`src/hdl/tcs_pkg.sv`:
```
// Shared types and constants of the text console scrollback engine.
package tcs_pkg;

    localparam int CFG_INDEX_W = 1;
    localparam int CFG_DATA_W  = 8;

    localparam logic [CFG_INDEX_W-1:0] REG_DEFAULT_COLOR = 1'd0;
    localparam logic [CFG_INDEX_W-1:0] REG_START_ROW     = 1'd1;

    localparam logic [1:0] REQ_PUT   = 2'd0;
    localparam logic [1:0] REQ_CLEAR = 2'd1;
    localparam logic [1:0] REQ_READ  = 2'd2;

    localparam logic [7:0] CH_BACKSPACE = 8'd8;
    localparam logic [7:0] CH_NEWLINE   = 8'd10;
    localparam logic [7:0] CH_SPACE     = 8'd32;

    localparam logic [7:0] COLOR_RESET = 8'd7;

    typedef struct packed {
        logic [1:0] req_type;
        logic [7:0] char_code;
        logic [7:0] color;
        logic [5:0] read_row;
        logic [6:0] read_col;
    } t_request;

    typedef struct packed {
        logic [7:0]  cell_char;
        logic [7:0]  cell_color;
        logic        refresh;
        logic [5:0]  view_top_row;
        logic [10:0] cursor_index;
    } t_result;

    typedef enum logic [2:0] {
        OP_PUT,
        OP_BKSP,
        OP_NEWLINE,
        OP_CLEAR,
        OP_READ,
        OP_NOP
    } t_op;

    typedef struct packed {
        t_op        op;
        logic [7:0] char_code;
        logic [7:0] color;
        logic [5:0] read_row;
        logic [6:0] read_col;
        logic       in_range;
    } t_cmd;

endpackage

```
`src/hdl/tcs_queue.sv`:
```
// Two-entry command queue between the front end and the back end.
module tcs_queue (
    input  logic          i_clk,
    input  logic          i_rst_n,
    input  logic          i_push,
    input  tcs_pkg::t_cmd i_item,
    input  logic          i_pop,
    output logic          o_ready,
    output logic          o_valid,
    output tcs_pkg::t_cmd o_head
);

    tcs_pkg::t_cmd r_slot [2];
    logic          r_wr_ptr;
    logic          r_rd_ptr;
    logic [1:0]    r_count;

    assign o_ready = (r_count != 2'd2);
    assign o_valid = (r_count != 2'd0);
    assign o_head  = r_slot[r_rd_ptr];

    always_ff @(posedge i_clk) begin
        if (!i_rst_n) begin
            r_wr_ptr <= 1'b0;
            r_rd_ptr <= 1'b0;
            r_count  <= 2'd0;
        end else begin
            if (i_push) begin
                r_wr_ptr <= !r_wr_ptr;
            end
            if (i_pop) begin
                r_rd_ptr <= !r_rd_ptr;
            end
            if (i_push && !i_pop) begin
                r_count <= r_count + 2'd1;
            end else if (i_pop && !i_push) begin
                r_count <= r_count - 2'd1;
            end
        end
    end

    always_ff @(posedge i_clk) begin
        if (i_push) begin
            r_slot[r_wr_ptr] <= i_item;
        end
    end

endmodule

```
`config.mk`:
```
export PLATFORM = sky130hd
export DESIGN_NAME = tcs_queue
export DESIGN_NICKNAME = d
export VERILOG_FILES = /design/src/hdl/tcs_pkg.sv /design/src/hdl/tcs_queue.sv
export SDC_FILE = /design/constraint.sdc
export NUM_CORES = 1
export LEC_CHECK = 0
export BUFFER_PORTS_ARGS = -buffer_cell sky130_fd_sc_hd__buf_2
export CAP_MARGIN = 20
export CORE_MARGIN = 8
export CORE_UTILIZATION = 50
export DETAILED_ROUTE_END_ITERATION = 6
export PLACE_DENSITY = 0.82
export SLEW_MARGIN = 20
export SYNTH_ARGS = -nofsm -noshare
export SYNTH_HDL_FRONTEND = slang
export SYNTH_SLANG_ARGS = --single-unit
```
`constraint.sdc`:
```
create_clock -name i_clk -period 3.9 [get_ports i_clk]
set_input_delay 0.78 -clock i_clk [delete_from_list [all_inputs] [get_ports i_clk]]
set_output_delay 0.78 -clock i_clk [all_outputs]
set_load 0.02 [all_outputs]
```
# After elaboration in Yosys (flattened, before gate mapping)
# Memories as Yosys holds them, arrays and structs flattened. A register that Yosys moved wholly into a read port is not among the register bits.
# Index checks and enable logic that the tools add are counted.
# totals
register_bits	4
ram_bits	66
input_bits	37
output_inout_bits	35
elab_cells	21
n_memories	1
# op_classes
addsub	2
n_eq_ne	1
n_mux	6
n_reduce_logical	8
# mem_list
memory	depth	word_bits	read_ports	rd_ports_with_merged_regs	wr	line_no	text
r_slot	2	33	1	1	1	tcs_queue.sv:13	tcs_pkg::t_cmd r_slot [2];
# ops
op	count
1-bit zero test	4
1-bit two-way mux	4
2-bit two-way mux	2
2-bit nonzero test	2
2-bit by 1-bit adder with 2-bit output, second input constant	1
1-bit logical AND	2
2-bit inequality test, second input constant	1
2-bit by 1-bit subtractor with 2-bit output, second input constant	1

# Longest topological paths before layout
# depth
depth_word	4
depth_mapped	5
ltp_nobuf	5

# Least setup slack after synthesis
# OpenSTA, ideal clock, no wires.
# synth_path
kind	input to register
startpoint	input port i_push
endpoint	memory r_slot[0][0] in the netlist's numbering (enable)
setup_ns	0.428
arrival_time_ns	2.301
required_time_ns	3.472
slack_ns	1.170
stages	1
path_buffers	0
cell_sequence	nor2b_1
# synth_via
elab_chain_cells	2
# synth_rtl
element	line_no	text
from (decl)	tcs_queue.sv:5	input logic i_push,
1-bit two-way mux	tcs_queue.sv:43	if (i_push) begin
1-bit two-way mux (not written as such)	tcs_queue.sv:44	r_slot[r_wr_ptr] <= i_item;
to (decl)	tcs_queue.sv:13	
# Every way passes these cells.

==> impl_metrics.tcl <==
set metrics [dict create \
    outcome "finished clean" \
    root_buffer "clkbuf_8" \
    wirelength_um 4450 \
    hold_depth 2 \
    fin_nets 243 \
    via_per_inst 4.75 \
    yosysWarnings 0 \
    min-delay-start "r_count[1]$_SDFFE_PN0P_" \
    dp.cells 264 \
    cts_tree "built" \
    cts-buffers-inserted 9 \
    syn_to_final_growth_pct 23.3 \
    initial_core_util 0.512 \
    finClkSkew_ns 0.00640 \
    drt_iter0_markers 78 \
    setup_tns_ns 0 \
    synthArstFlopShare 0 \
    relSlewSlack 0.368 \
    drc 0 \
    max_freq_mhz 427 \
    drt_pass1_iterations 4 \
    cts_setup_buffers 0 \
    critPathKind "flip-flop to primary output" \
    cts.hold.buffers_added 0 \
    io_buffers 71 \
    ant_nets 0 \
    peakVddDrop_uv 217 \
    antenna_found_initial 0 \
    required_ns 3.12 \
    yosys_register_bits 71 \
    gr-usage-all-layers 0.120 \
    leakage_nw 1.23 \
    h-tree-depth 3 \
    cts_resized 0 \
    grt_pass1_wl_um 6830 \
    die-height_um 88.1 \
    drive_gt1_frac 0.419 \
    die_w_um 88.1 \
    rows 26 \
    rsz0062_at_grt "no" \
    reg2regPathDepth 1 \
    period_needed_ns 2.34 \
    synth_area_um2 2600 \
    hold_viol_final 0 \
    ys_types 17 \
    clockBufferDepth 2 \
    vias 1329 \
    ys_seq_area_frac 0.801 \
    grt_pass1_vias 1435 \
    syn_nets 163 \
    synth-main-ff-cell "edfxtp_1" \
    final-setup-viol-count 0 \
    end_kind "primary output" \
    whs_endpoint "r_count[1]$_SDFFE_PN0P_" \
    coreArea_um2 5070 \
    syn_inst 125 \
    clkSinkCount 71 \
    start_kind "flip-flop" \
    drv_cap 0 \
    clk_pin_slew_ns 0.06 \
    n_antenna_cell 0 \
    synth-edff-count 66 \
    power_density_nw_per_um2 489 \
    routedWlPerCell_um 15.9 \
    finalCritPeriodShare 0.601 \
    r2r_setup_slack_ns 2.42 \
    min_path_type "flip-flop to flip-flop" \
    nFillCells 401 \
    grt_max_degree 35 \
    r2r-end "r_slot[0][9]$_DFFE_PP_" \
    finalMaxSlewViolations 0 \
    pin_count 72 \
    post-dp-hpwl_um 2980 \
    critPathMaxFanout 33 \
    place.gp.congestion 0.630 \
    die_area_um2 7760 \
    clkLatencyLatePin_ns 0.32 \
    worst_pin_slew_ns 0.946 \
    layout.cells.non_filler 280 \
    final_common_cell "buf_2" \
    grt_overflow 0 \
    cp.arrival_ns 1.56 \
    r2r_start "r_wr_ptr$_SDFFE_PN0P_" \
    avgSynthCellArea_um2 20.8 \
    final_cell_mix "buf_2, edfxtp_1, mux2_1, clkbuf_8, dfxtp_1" \
]
==> synthesized netlist by cell type, drive strengths merged (2+ instances only) <==
| cell type | instances | share of area |
|---|---|---|
| edfxtp | 66 | 0.76 |
| nor2b | 2 | 0.0048 |
| xor2 | 2 | 0.0067 |
| mux2 | 33 | 0.14 |
| buf | 4 | 0.011 |
| dfxtp | 5 | 0.039 |
| and2 | 4 | 0.0096 |
==> logic make-up (layout without fill, tap and decap cells) <==
logic type,Yosys count,after routing,share of synthesized area
AND/OR/NAND/NOR,9,9,0.0217
buffers and inverters,5,90,0.0120
XOR/XNOR,3,3,0.0101
AO/OA/AOI/OAI,3,3,0.00770
multiplexers,33,33,0.143
adder cells (fa/ha/maj),1,1,0.00481
flip-flops,71,71,0.801
==> layer usage <==
layer,GRT usage,up-vias,share of wire
li1,-,642,-
met1,0.132,640,0.40
met2,0.207,39,0.53
met3,0.0263,8,0.053
met4,0.0737,0,0.020
met5,0,-,0
==> state kept, by name (all words and copies together) (netlist names), named ones only <==
signal	count
r_slot	66
r_count	2
r_wr_ptr	1
r_rd_ptr	1
==> power by group <==
| part | total, W | internal (W) | switching (W) |
|---|---|---|---|
| combinational | 0.000194 | 0.0000758 | 0.000118 |
| clock | 0.000485 | 0.000245 | 0.000240 |
| sequential | 0.000890 | 0.000878 | 0.0000117 |
| total | 0.00157 | 0.00120 | 0.000370 |
==> worst max-delay path, stage by stage, from the launching register on <==
cell     delay (ns)
dfxtp_1        0.31
buf_4          0.38
mux2_1         0.38
buf_2          0.17
==> final cells by class <==
type	count	area [um^2]	area share
Inverter	1	3.75	0.00117
Clock inverter	4	22.5	0.00703
Sequential cell	71	2080	0.649
Multi-Input combinational cell	49	494	0.154
Clock buffer	12	145	0.0453
Tap cell	70	87.6	0.0273
Timing Repair Buffer	73	370	0.116
==> worst max path at each step <==
stage	slack [ns]	startpoint	to	cells past startpoint
floorplan	1.17	i_push	r_slot[0][0]$_DFFE_PP_	1
global placement	1.80	i_push	r_slot[0][28]$_DFFE_PP_	2
detailed placement	1.77	i_push	r_slot[0][3]$_DFFE_PP_	2
CTS	1.52	flip-flop	o_head[19]	3
global route	1.45	flip-flop	o_head[25]	3
finish	1.56	flip-flop	o_head[29]	3
==> metrics by stage <==
| stage | util | power [W] | hold slack [ns] | worst slack (ns) | instance area, um^2 |
|---|---|---|---|---|---|
| 6_report | 0.632 | 0.00157 | 0.513 | 1.56 | 3210 |
| 5_1_grt | 0.632 | 0.00164 | 0.553 | 1.45 | 3210 |
| 4_1_cts | 0.632 | 0.00159 | 0.511 | 1.52 | 3210 |
| 3_5_place_dp | 0.599 | 0.00110 | 0.494 | 1.77 | 3040 |
| 3_3_place_gp | 0.599 | 0.00110 | 0.485 | 1.80 | 3040 |
| 2_1_floorplan | - | 0.00103 | 0.465 | 1.17 | 2600 |
Note: power is estimated with default switching activity, not from simulation.
