`config.mk`:
```
export PLATFORM = sky130hd
export DESIGN_NAME = tcs_front
export DESIGN_NICKNAME = d
export VERILOG_FILES = /design/src/hdl/tcs_pkg.sv /design/src/hdl/tcs_front.sv
export SDC_FILE = /design/constraint.sdc
export NUM_CORES = 1
export LEC_CHECK = 0
export ABC_AREA = 1
export BUFFER_PORTS_ARGS = -buffer_cell sky130_fd_sc_hd__buf_2
export CAP_MARGIN = 5
export CORE_UTILIZATION = 23
export DETAILED_ROUTE_END_ITERATION = 8
export PLACE_DENSITY = 0.83
export SLEW_MARGIN = 20
export SYNTH_ARGS = -nofsm -noshare
export SYNTH_HDL_FRONTEND = slang
export SYNTH_SLANG_ARGS = --single-unit
```
`constraint.sdc`:
```
create_clock -name vclk -period 0.8
set_input_delay 0 -clock vclk [all_inputs]
set_output_delay 0 -clock vclk [all_outputs]
set_load 0.02 [all_outputs]
```
`src/hdl/tcs_pkg.sv`:
```
// Shared types and constants of the text console scrollback engine.
package tcs_pkg;

    localparam int CFG_INDEX_W = 1;
    localparam int CFG_DATA_W  = 8;

    localparam logic [CFG_INDEX_W-1:0] REG_DEFAULT_COLOR = 1'd0;
    localparam logic [CFG_INDEX_W-1:0] REG_START_ROW     = 1'd1;

    localparam logic [1:0] REQ_PUT   = 2'd0;
    localparam logic [1:0] REQ_CLEAR = 2'd1;
    localparam logic [1:0] REQ_READ  = 2'd2;

    localparam logic [7:0] CH_BACKSPACE = 8'd8;
    localparam logic [7:0] CH_NEWLINE   = 8'd10;
    localparam logic [7:0] CH_SPACE     = 8'd32;

    localparam logic [7:0] COLOR_RESET = 8'd7;

    typedef struct packed {
        logic [1:0] req_type;
        logic [7:0] char_code;
        logic [7:0] color;
        logic [5:0] read_row;
        logic [6:0] read_col;
    } t_request;

    typedef struct packed {
        logic [7:0]  cell_char;
        logic [7:0]  cell_color;
        logic        refresh;
        logic [5:0]  view_top_row;
        logic [10:0] cursor_index;
    } t_result;

    typedef enum logic [2:0] {
        OP_PUT,
        OP_BKSP,
        OP_NEWLINE,
        OP_CLEAR,
        OP_READ,
        OP_NOP
    } t_op;

    typedef struct packed {
        t_op        op;
        logic [7:0] char_code;
        logic [7:0] color;
        logic [5:0] read_row;
        logic [6:0] read_col;
        logic       in_range;
    } t_cmd;

endpackage

```
`src/hdl/tcs_front.sv`:
```
// Front end: accepts request items and classifies them into commands.
module tcs_front #(
    parameter int SCREEN_COLS = 80,
    parameter int STORE_ROWS  = 64
) (
    input  logic              i_in_valid,
    input  tcs_pkg::t_request i_in_item,
    input  logic              i_hold,
    input  logic              i_queue_ready,
    output logic              o_in_ready,
    output logic              o_push,
    output tcs_pkg::t_cmd     o_cmd
);

    assign o_in_ready = i_queue_ready && !i_hold;
    assign o_push     = i_in_valid && o_in_ready;

    always_comb begin
        o_cmd.char_code = i_in_item.char_code;
        o_cmd.color     = i_in_item.color;
        o_cmd.read_row  = i_in_item.read_row;
        o_cmd.read_col  = i_in_item.read_col;
        o_cmd.in_range  = (32'(i_in_item.read_row) < STORE_ROWS) &&
                          (32'(i_in_item.read_col) < SCREEN_COLS);
        case (i_in_item.req_type)
            tcs_pkg::REQ_PUT: begin
                if (i_in_item.char_code == tcs_pkg::CH_BACKSPACE) begin
                    o_cmd.op = tcs_pkg::OP_BKSP;
                end else if (i_in_item.char_code == tcs_pkg::CH_NEWLINE) begin
                    o_cmd.op = tcs_pkg::OP_NEWLINE;
                end else begin
                    o_cmd.op = tcs_pkg::OP_PUT;
                end
            end
            tcs_pkg::REQ_CLEAR: o_cmd.op = tcs_pkg::OP_CLEAR;
            tcs_pkg::REQ_READ:  o_cmd.op = tcs_pkg::OP_READ;
            default:            o_cmd.op = tcs_pkg::OP_NOP;
        endcase
    end

endmodule

```
# == Word level (Yosys, flattened, before mapping) ==
# Cells that the tools add are included.
# word_totals
register_bits,0
in_bits,34
output_inout_bits,35
# classes
reduce_logical,4
n_lt_le_gt_ge,1
n_mux,3
eq_ne,4
# op_table
op,count
8-bit by 4-bit == test with 1-bit output (second input constant),2
3-bit case mux with 3 select lines,1
7-bit < comparator (second input constant),1
2-bit two-way mux,2
2-bit by 1-bit == test with 1-bit output (second input constant),1
2-bit == test (second input constant),1
1-bit logical AND,2
2-bit zero test,1
1-bit zero test,1

# == Logic depth before layout (Yosys ltp) ==
# Gate-level depths: netlist of run 1.
# logic_depth
word_depth,4
depth_mapped,5
mapped_depth_nobuf,5

# == Worst setup path after synthesis of run 1 ==
# OpenSTA, ideal clock, no wires.
# synth_timing
kind,input-to-output
from,in i_queue_ready
to,out o_push
path_slack_ns,0.249
required_time_ns,0.800
t_arrival_ns,0.551
path_stages,2
cell_sequence,inv_1 nor3b_1
# synth_via
elab_chain_len,2
# synth_lines
element,line_no,rtl
"start, declared",tcs_front.sv:9,"input logic i_queue_ready,"
1-bit logical AND,tcs_front.sv:15,assign o_in_ready = i_queue_ready && !i_hold;
1-bit logical AND,tcs_front.sv:16,assign o_push = i_in_valid && o_in_ready;
"end, declared",tcs_front.sv:11,"output logic o_push,"
# Every way passes these cells.

==> results of run 1 <==
cell type report:
class                           count  area (um^2)
Timing Repair Buffer               33          165
Multi-Input combinational cell     17         73.8
Fill cell                         162         1020
Tap cell                           15         18.8
Inverter                            7         26.3
per-layer routing:
metal / vias up / GRT usage, % / wire length [um]
met1: 106 / 3.00 / 145
met2: 24 / 14.6 / 275
met3: 8 / 1.70 / 101
met5: - / 0 / 0
met4: 0 / 3.45 / 21
li1: 133 / - / -
cells in the mapped netlist:
| library cell | instances |
|---|---|
| or2_0 | 1 |
| clkbuf_1 | 1 |
| buf_4 | 29 |
| nand2_1 | 9 |
| nor3b_1 | 1 |
| nor2_2 | 1 |
| o21ai_0 | 1 |
| nor2_1 | 4 |
| inv_1 | 7 |
cell families after synthesis:
family | Yosys count | share of synthesized area, %
AO/OA/AOI/OAI | 1 | 1.55
buffers and inverters | 37 | 77.0
AND/OR/NAND/NOR | 16 | 21.4
power by group:
group	switching (mW)	internal (mW)
clock network	0	0
registers	0	0
logic	0.103	0.0686
worst paths after layout:
kind                          start   endpoint  slack [ps]  cells after the start
worst max-delay path  i_in_item[21]  o_cmd[30]         140                      6
worst min-delay path  i_in_item[17]  o_cmd[18]       0.009                      0
stage by stage:
stage / instances / instance area, um^2 / hold slack [ps] / setup slack (ps)
after floorplan: 54 / 322 / 79.8 / 249
after global placement: 72 / 284 / 0.137 / 134
after detailed placement: 72 / 284 / 0.137 / 129
after CTS: 72 / 284 / 0.137 / 129
after global routing: 72 / 284 / 0.0293 / 46.6
final: 72 / 284 / 0.00886 / 139
==> results.md, run 1 <==
* Core Rows at 13
* Worst hold path type: primary input to primary output
* Yosys Warn Count at 0
* Detailed-router iteration count before antenna repair at 1
* Fin crit share at 82.7%
* Seq cells at 0
* Min Tclk post-route at 661 ps
* Wire per inst at 7.56 um
* GRT Overall Usage at 5.99%
* Power Density at 606 nW/um^2
* Layout cells sized above 1 at 59.6%
* Final max-slew violation count at 0
* Final setup vio count at 0
* CP bufs+invs at 2
* Cts hold-fix bufs at 0
* Core area at 1300 um^2
* Reg area at 0 um^2
* Synth Cell Area at 322 um^2
* Status: complete, no violations
* I/O pin cnt at 69
* Peak VDD IR at 0.0784 mV
* Required @ worst endpoint at 800 ps
* Routed WL at 544 um
* GPL Wtd Cong at 0.557
* Vias in the first global route at 210
* Maximum Capacitance Violations at 0
* CP Max Fanout at 3
* RSZ-0062 raised after global routing: no
* # resized after CTS at 0
* Clock buffer cells at 0
* Leak Pwr at 0.201 nW
* Worst EP arrival at 660 ps
* Distinct cell type count after synthesis at 9
* F_max at 1510 MHz
* Synth area leader: buf_4
* Share of the synthesized area in the top cell type at 67.7%
* Worst path top cell family by delay: simple AND/OR/NAND/NOR gates
* Worst-Margin Slew at 162 ps
* Die Y at 39.4 um
* Gate Count Post-Synth at 54
* Vias per std cell at 3.76
* Largest net degree at the start of global routing at 4
* Die area at 1550 um^2
* Diode count at 0
* Final Total Pwr at 0.172 mW
* Input/output buffers at 33
* Sequential share of the synthesized area at 0%
* Horiz. Die Dim at 39.4 um
* Setup crit end kind: primary output
* Critical-path cell with the highest stage delay: or2_0
* Hold Vio Cnt, Final at 0
* Core Util, Final at 21.8%
* Setup_tns at 0 ps
* Via count at 271
* Total gr overflow at 0
* Post-route ant nets at 0
* CP cell instances: buf_2, or2_0, nor2_1, nand2_1, nand2_1, buf_2
* Kind of start point of the critical path: primary input
* Syn nets at 88
* 1st-iter DRT viols at 0
* Area contributors post-synth: buf_4 (68%), nand2_1 (11%), inv_1 (8.2%), nor2_1 (4.7%), nor3b_1 (2.3%)
* Area grow syn2layout at -11.7%
* Largest stage delay, worst path at 210 ps
* Crit Path Category: primary input to primary output
* Starting Density at 24.7%
* Syn Area/Cell at 5.95 um^2
* Nets at 93
* Max-slew headroom at 89.2%
* Commonest non-fill, non-tap cell in the layout: buf_2
* Most frequent cells in the layout: buf_2 (33), nand2_1 (9), inv_1 (7)
* Residual DRC count at 0
* Setup bufs post-CTS at 0
* Initial antenna violation count at 0
* Global-route wire length before repair at 683 um
* HPWL Detailed at 506 um
(Power assumes the default switching activity.)
==> inputs of run 2 (changes only) <==
--- a/config.mk
+++ b/config.mk
@@ -8,9 +8,10 @@
 export ABC_AREA = 1
 export BUFFER_PORTS_ARGS = -buffer_cell sky130_fd_sc_hd__buf_2
 export CAP_MARGIN = 5
-export CORE_UTILIZATION = 23
+export CORE_AREA = 2 2 39 41
 export DETAILED_ROUTE_END_ITERATION = 8
-export PLACE_DENSITY = 0.83
+export DIE_AREA = 0 0 41 43
+export PLACE_DENSITY = 0.84
 export SLEW_MARGIN = 20
 export SYNTH_ARGS = -nofsm -noshare
 export SYNTH_HDL_FRONTEND = slang
==> run 2 against run 1 <==
Compared with the run above: critical path type unchanged; core utilization decreased by 1.2 points; final cell count increased by 1.4%; power increased by 0.12%.
==> results.md, run 2 (same netlist as run 1, synthesis figures left out) <==
* Reg area at 0 um^2
* Clock Power Share at 0%
* Worst hold path type: primary input to primary output
* Final max-slew violation count at 0
* Largest net degree at the start of global routing at 4
* Routed WL at 576 um
* Max-slew headroom at 90.6%
* Area grow syn2layout at -11.3%
* Diode count at 0
* Vias per std cell at 3.81
* GPL Wtd Cong at 0.559
* Starting Density at 23.2%
* Layout cells sized above 1 at 59.6%
* HPWL Detailed at 554 um
* Peak VDD IR at 0.0902 mV
* Input/output buffers at 33
* Core Rows at 14
* Register share of total power at 0%
* F_max at 1500 MHz
* Residual DRC count at 0
* Detailed-router iteration count before antenna repair at 1
* Most frequent cells in the layout: buf_2 (33), nand2_1 (9), inv_1 (7)
* Clock buffer cells at 0
* Seq cells at 0
* 1st-iter DRT viols at 0
* Die area at 1760 um^2
* Leak Pwr at 0.201 nW
* Maximum Capacitance Violations at 0
* Die Y at 43 um
* Total gr overflow at 0
* Crit Path Category: primary input to primary output
* Power Density at 604 nW/um^2
* Setup crit end kind: primary output
* Worst-Margin Slew at 140 ps
* Sw frac at 60.2%
* Logic pwr share at 100.0%
* Nets at 93
* Core Util, Final at 20.6%
* Final setup vio count at 0
* CP Max Fanout at 3
* Vias in the first global route at 196
* CP cell instances: buf_2, or2_0, nor2_1, nand2_1, nand2_1, buf_2
* Via count at 278
* RSZ-0062 raised after global routing: no
* Post-route ant nets at 0
* Wire per inst at 7.89 um
* Fin crit share at 83.5%
* Commonest non-fill, non-tap cell in the layout: buf_2
* NetSw at 0.104 mW
* Setup bufs post-CTS at 0
* Internal at 0.0686 mW
* Hold Vio Cnt, Final at 0
* Min Tclk post-route at 668 ps
* Critical-path cell with the highest stage delay: or2_0
* Worst EP arrival at 670 ps
* Kind of start point of the critical path: primary input
* GRT Overall Usage at 4.90%
* Cts hold-fix bufs at 0
* Status: complete, no violations
* Largest stage delay, worst path at 210 ps
* Global-route wire length before repair at 648 um
* Core area at 1380 um^2
* I/O pin cnt at 69
* Initial antenna violation count at 0
* Horiz. Die Dim at 41 um
* Setup_tns at 0 ps
* Required @ worst endpoint at 800 ps
* # resized after CTS at 0
==> run 2: cell counts in the layout (fill, tap and decap cells not counted) <==
Identical to the previous run, type by type.
==> run 2: through the flow <==
| stage | power [mW] | hold slack [ps] | setup WS (ps) | cells | instance area [um^2] |
|---|---|---|---|---|---|
| finish | 0.172 | 0.00724 | 132 | 73 | 285 |
| CTS | 0.175 | 0.137 | 122 | 73 | 285 |
| floorplan | 0.259 | 79.8 | 249 | 54 | 322 |
| global placement | 0.170 | 0.137 | 132 | 73 | 285 |
| detailed placement | 0.174 | 0.137 | 122 | 73 | 285 |
| global route | 0.190 | 0.0292 | 71.2 | 73 | 285 |
==> run 2: cell type report <==
class	instances	area, um^2
timing repair buffer	33	165
tap	16	20.0
inverter	7	26.3
fill	169	1100
multi-input combinational	17	73.8
==> run 2: worst max-delay path, delay by kind of cell <==
kind                   cells  cell delay [ps]
AND/OR/NAND/NOR            4              410
buffers and inverters      2              260
==> run 2: worst paths after layout <==
check                      from  cells after the start  slack [ps]   endpoint
hold / removal    i_in_item[19]                      0       0.007  o_cmd[20]
setup / recovery  i_in_item[21]                      6         130  o_cmd[30]
==> run 2: metal layers <==
| metal | track usage, % | share of wire [%] | vias up |
|---|---|---|---|
| met2 | 12.5 | 54 | 27 |
| li1 | - | - | 135 |
| met5 | 0 | 0 | - |
| met3 | 1.57 | 18 | 0 |
| met4 | 0.667 | 0 | 0 |
| met1 | 1.58 | 27 | 116 |
==> run 2: power by group through the flow <==
stage	Combinational [mW]	Sequential [mW]	Clock, mW
2_1_floorplan	0.259	0	0
4_1_cts	0.175	0	0
5_1_grt	0.190	0	0
3_3_place_gp	0.170	0	0
6_report	0.172	0	0
3_5_place_dp	0.174	0	0
